<file path="config.mk">
export PLATFORM = sky130hd
export DESIGN_NAME = scop_reduce
export DESIGN_NICKNAME = d
export VERILOG_FILES = /design/src/rtl/scop_pkg.sv /design/src/rtl/scop_reduce.sv
export SDC_FILE = /design/constraint.sdc
export NUM_CORES = 1
export LEC_CHECK = 0
export BUFFER_PORTS_ARGS = -buffer_cell sky130_fd_sc_hd__clkbuf_2
export CAP_MARGIN = 20
export CORE_MARGIN = 2
export CORE_UTILIZATION = 30
export CTS_CLUSTER_DIAMETER = 200
export DETAILED_ROUTE_END_ITERATION = 16
export HOLD_SLACK_MARGIN = 0.06
export PLACE_DENSITY = 0.64
export SETUP_SLACK_MARGIN = 0.2
export SYNTH_ARGS = -nofsm -noshare
export SYNTH_HDL_FRONTEND = slang
export SYNTH_SLANG_ARGS = --single-unit
</file>
<file path="constraint.sdc">
create_clock -name clk -period 3.2 [get_ports clk]
set_input_delay 0.64 -clock clk [delete_from_list [all_inputs] [get_ports clk]]
set_output_delay 0.64 -clock clk [all_outputs]
set_load 0.03 [all_outputs]
</file>
<file path="src/rtl/scop_pkg.sv">
// shared types, Q30 polynomial coefficients and the rounding multiply
// for the octant-polynomial sine/cosine pipeline; no dependencies
`timescale 1ns / 1ps
`default_nettype none

package scop_pkg;

    // internal fixed point: Q30 values carried in 32-bit words
    localparam int QF = 30;
    localparam int QW = 32;

    localparam logic [QW-1:0] ONE_Q = QW'(1) << QF;

    // octants that evaluate the cosine polynomial
    localparam logic [7:0] OCT_COS_MASK = 8'h66;

    // full-precision coefficients, value times 2^30 rounded to nearest
    localparam logic [QW-1:0] COS_C2 = 32'd331168969;
    localparam logic [QW-1:0] COS_C4 = 32'd17023472;
    localparam logic [QW-1:0] COS_C6 = 32'd350030;
    localparam logic [QW-1:0] SIN_S1 = 32'd843314856;
    localparam logic [QW-1:0] SIN_S3 = 32'd86699833;
    localparam logic [QW-1:0] SIN_S5 = 32'd2673719;
    localparam logic [QW-1:0] SIN_S7 = 32'd39282;

    // low-order coefficients
    localparam logic [QW-1:0] FAST_C2 = 32'd331163453;
    localparam logic [QW-1:0] FAST_S1 = 32'd843306091;
    localparam logic [QW-1:0] FAST_S3 = 32'd86693915;

    // reduced angle handed from the front stage
    typedef struct packed {
        logic [QW-1:0] x;
        logic [2:0]    oct;
    } scop_red_t;

    // Q30 times Q30, round half up
    function automatic logic [QW-1:0] qmul(input logic [QW-1:0] a, input logic [QW-1:0] b);
        logic [2*QW-1:0] p;
        p = ({{QW{1'b0}}, a} * {{QW{1'b0}}, b}) + ((2*QW)'(1) << (QF - 1));
        return p[QF+QW-1:QF];
    endfunction

endpackage

`default_nettype wire

</file>
<file path="src/rtl/scop_reduce.sv">
// front stage: quarter-turn offset for cosine, octant split, mirroring
// and scaling of the fraction to Q30; uses scop_pkg
`timescale 1ns / 1ps
`default_nettype none

module scop_reduce
    import scop_pkg::*;
#(
    parameter int PHASE_BITS = 32
)
(
    input  wire logic                  clk,
    input  wire logic                  en,
    input  wire logic [PHASE_BITS-1:0] phase,
    input  wire logic                  kind,
    output scop_red_t                  red
);

    localparam int FB = PHASE_BITS - 3;

    logic [PHASE_BITS-1:0] p_rot;
    logic [FB-1:0]         frac;
    logic [FB:0]           frac_m;
    logic [FB+QF:0]        frac_w;
    scop_red_t             red_next;
    scop_red_t             red_reg;

    // wrap-around add of a quarter turn, then mirror odd octants
    always_comb
    begin
        p_rot  = phase + (kind ? (PHASE_BITS'(1) << (PHASE_BITS - 2)) : '0);
        frac   = p_rot[FB-1:0];
        frac_m = p_rot[FB] ? ((FB+1)'(1) << FB) - {1'b0, frac} : {1'b0, frac};
        frac_w = {frac_m, {QF{1'b0}}};
        red_next.x   = QW'(frac_w[FB+QF:FB]);
        red_next.oct = p_rot[PHASE_BITS-1:PHASE_BITS-3];
    end

    // payload register, advanced by the stage enable
    always_ff @(posedge clk)
    begin
        if (en)
        begin
            red_reg <= red_next;
        end
    end

    assign red = red_reg;

endmodule

`default_nettype wire
</file>
* Word level (Yosys, flattened, before mapping)
Index checks and enable logic that the tools add are counted.
** Operators by class
- $add $sub $neg :: 2
- Muxes and demuxes :: 2
** Operators with widths (number)
- $add 32x31->32 :: 1
- $mux 31 :: 1
- $sub 30x29->30 const A :: 1
- $mux 29 :: 1
** Word-level totals
- Flip-flop bits (word level) :: 33
- Input port bits :: 35
- Output and inout port bits :: 35
- Word-level logic and storage cells :: 7

* Logic depth before layout (Yosys ltp)
- Depth in word-level cells :: 4
- Gate-level depth with buffers :: 7
- Gate-level depth less buffers :: 7

* Worst setup path before layout
OpenSTA, ideal clock, no wires.
- Kind :: input to register
- From :: input port phase[1]
- To :: register red_reg, in the netlist red[24], data pin
- Setup time :: 263 ps
- Arrival :: 1967 ps
- Data required time :: 2937 ps
- Path slack :: 970 ps
- Stages :: 7
- Path buffers :: 0
- Cells stage by stage :: inv_1 ha_1 or4b_1 nor3_2 nand3_1 o41ai_2 xnor2_1
** On the way
- Word-level cells in the longest chain between the ends :: 3
** Ends and longest elaborated chain
- from (decl) :: RTL line scop_reduce.sv:14 : input wire logic [PHASE_BITS-1:0] phase,
- $add 32x31->32 (*) :: RTL line scop_reduce.sv:31 : p_rot = phase + (kind ? (PHASE_BITS'(1) << (PHASE_BITS - 2)) : '0);
- $sub 30x29->30 :: RTL line scop_reduce.sv:33 : frac_m = p_rot[FB] ? ((FB+1)'(1) << FB) - {1'b0, frac} : {1'b0, frac};
- $mux 29 (*) :: RTL line scop_reduce.sv:33
- named net frac_m[20] :: RTL line scop_reduce.sv:23 : logic [FB:0] frac_m;
- to (signal assigned) :: RTL line scop_reduce.sv:44 : red_reg <= red_next;
- to (decl) :: RTL line scop_reduce.sv:26 : scop_red_t red_reg;
Mark *: on every way through the listed nets, which the timed path passes. The rest lies on a longest branch.
A chain may end at the register's enable or synchronous reset.

* Worst setup path after layout
- From :: input port phase[0]
- To :: register red_reg, in the netlist red[24], data pin
Same word-level chain as after synthesis.

==> metrics.csv <==
stage,metric,value,unit
placement,gpl congestion,0.7212,
final_layout,NumNets Final,234,
global_routing,largest net degree at the start of global routing,34,
clock_tree,Clock transition at path regs,0.07,ns
final_layout,ANT cells,0,
run,max_cap viols,0,
sta,Slew Limit Fails,0,
synth,multiplexer share of the synthesized area,0,
setup_path,Setup CP Type,in -> reg,
final_layout,fin area,2151,µm²
setup_path,crit-path max FO,4,
detailed_routing,DR DRC count,0,
clock_tree,Bufs on Longest Clock Path,2,
setup_path,Required @ worst endpoint,3.23,ns
clock_tree,CTS tree,built,
sta,final setup fails,0,
clock_tree,H-tree levels,2,
sta,Hold Fails Final Rpt,0,
clock_tree,Post-CTS Setup Repair Bufs,0,
synth,Synth warnings,0,
floorplan,IO Count,70,
synth,"Seq/Total Area, Yosys",0.5946,
final_layout,Largest register FFs,33,
final_layout,Area growth syn-to-layout,29.05,%
synth,Netlist cell types,29,
power,total power,1.072,mW
setup_path,Worst Setup Start Kind,input port,
placement,Place WS,0.6024,ns
synth,synthesized instance count,127,
sta,period utilisation layout,0.7092,
clock_tree,Hold Buf Count CTS,0,
sta,final setup margin,0.9307,ns
synth,Seq cells post-synth,33,
floorplan,Initial Utilization,0.3064,
detailed_routing,wire length per cell,12.90,µm
outcome,status,completed,
setup_path,Crit. End Element,register,
placement,PortBufs,67,
placement,placement-stage cell area,2069,µm²
clock_tree,Root Buffer,clkbuf_8,
global_routing,met3 Use GR,0.05172,
synth,Netlist Area Pre-Place,1667,µm²
floorplan,Cell Rows,27,
global_routing,grt total ovfl,0,
synth,complex-gate fraction of the synthesized area,0.09084,
setup_path,Worst EP arrival,2.30,ns
floorplan,die area,6168,µm²
power,PD cells,498.3,nW/µm²
final_layout,layout cell share with drive strength beyond 1,0.4091,
detailed_routing,Final ANT Viol Nets,0,
clock_tree,total CTS buffers,5,
placement,hpwl dp,2702,µm
synth,largest family of logic cells by synthesized area,XOR/XNOR gates,
synth,post-synthesis xor/xnor area fraction,0.1471,
detailed_routing,DR vias,1207,
sta,RSZ-0062 raised after global routing,no,
detailed_routing,Iter 0 DRT Violations,57,
synth,post-synthesis adder-cell area fraction,0.01502,
power,VDD IR-drop max,0.1868,mV
sta,Worst-Margin Slew,0.8360,ns
clock_tree,# clock sinks,33,
power,Pleak,0.8332,nW
detailed_routing,vias per cell,4.470,
global_routing,busiest grt layer,met2,
global_routing,met1 GRT Util,0.1377,
detailed_routing,1st-pass router iterations,4,
min_path,Worst Hold Class,in -> reg,
floorplan,Die H,78.54,µm
sta,max frequency,440.7,MHz
clock_tree,Post-CTS Resized,0,
synth,"Avg Cell Area, Syn",13.12,µm²
global_routing,Global Route Usage Sum,0.1197,
global_routing,grt met2 use,0.1855,
sta,Slew Limit Headroom,0.4427,
global_routing,vias in the first global route,1212,
final_layout,Final Core Density,0.3954,
sta,setup TNS,0,ns
floorplan,core footprint,5439,µm²
detailed_routing,DRT Wirelength,3482,µm
floorplan,Die Wd,78.54,µm
global_routing,first-pass GRT wire length,5671,µm
global_routing,initial antenna violation count,0,
sta,Tmin final,2.269,ns
synth,Synth Area in Simple Gates,0.1299,
==> routing by layer <==
| metal | vias to the layer above | share of wire |
|---|---|---|
| met4 | 0 | 0.039 |
| met5 | - | 0 |
| met2 | 56 | 0.46 |
| li1 | 606 | - |
| met1 | 535 | 0.41 |
| met3 | 10 | 0.097 |
==> cell usage after synthesis, drive strengths merged <==
cell / instances / area share
edfxtp: 33 / 0.59
or4: 1 / 0.0068
nand3: 3 / 0.0090
o21ai: 11 / 0.033
nor2: 4 / 0.0090
nand2: 11 / 0.025
ha: 2 / 0.015
o31ai: 7 / 0.038
xnor2: 27 / 0.14
nor3: 4 / 0.015
nand4: 2 / 0.011
conb: 1 / 0.0023
nor4: 2 / 0.020
or4b: 1 / 0.0060
and2: 1 / 0.0038
buf: 2 / 0.0090
clkbuf: 3 / 0.0068
nor4b: 1 / 0.0053
or3: 2 / 0.0075
o41ai: 3 / 0.020
xor2: 1 / 0.0053
inv: 2 / 0.0045
nand2b: 3 / 0.011
==> where the power goes <==
| group | switching (mW) | total (mW) | internal (mW) |
|---|---|---|---|
| registers | 0.0126 | 0.543 | 0.531 |
| logic | 0.163 | 0.237 | 0.0745 |
| clock network | 0.145 | 0.291 | 0.146 |
| total | 0.321 | 1.07 | 0.751 |
==> cells by family (layout without fill, tap and decap cells) <==
logic type	Yosys count	after routing
xor gates and xnor gates	28	28
DFF	33	33
adders and majority gates	2	2
other	1	2
and+or+nand+nor	35	35
buffers and inverters	7	77
AOI/OAI and AO/OA	21	21
==> cell type report <==
class	count	area, µm²
Clock buffer	5	68.82
Multi-Input combinational cell	88	645.6
Fill cell	561	3288
Clock inverter	3	12.51
Timing Repair Buffer	67	335.3
Tap cell	72	90.09
Inverter	2	7.507
Sequential cell	33	991.0
==> worst max-delay path, stage by stage <==
cell	delay [ns]
clkbuf_2	0.11
inv_1	0.07
ha_1	0.20
or4b_1	0.51
nor3_2	0.19
nand3_1	0.21
o41ai_2	0.29
xnor2_1	0.09
==> per-stage QoR <==
stage | hold WS [ns] | instances
after global routing | 0.5819 | 270
final | 0.5890 | 270
after floorplan | 0.7389 | 128
after global placement | 0.8652 | 262
after CTS | 0.5799 | 270
after detailed placement | 0.8725 | 262
==> cells in the final DEF (no fill, tap or decap), types with 3 or more instances in the layout <==
master	synthesis	routed
o31ai_1	5	5
nor2_1	4	4
o21ai_0	10	10
xnor2_1	27	27
edfxtp_1	33	33
nand2_1	11	11
nor3_1	3	3
clkbuf_8	0	5
clkbuf_2	0	67
nand3_1	3	3
nand2b_1	3	3
==> worst paths after layout <==
kind,startpoint,end,cells past startpoint
max,phase[0],red[24],8
min,phase[0],red[4],1
Power figures use the tool's default switching activity.
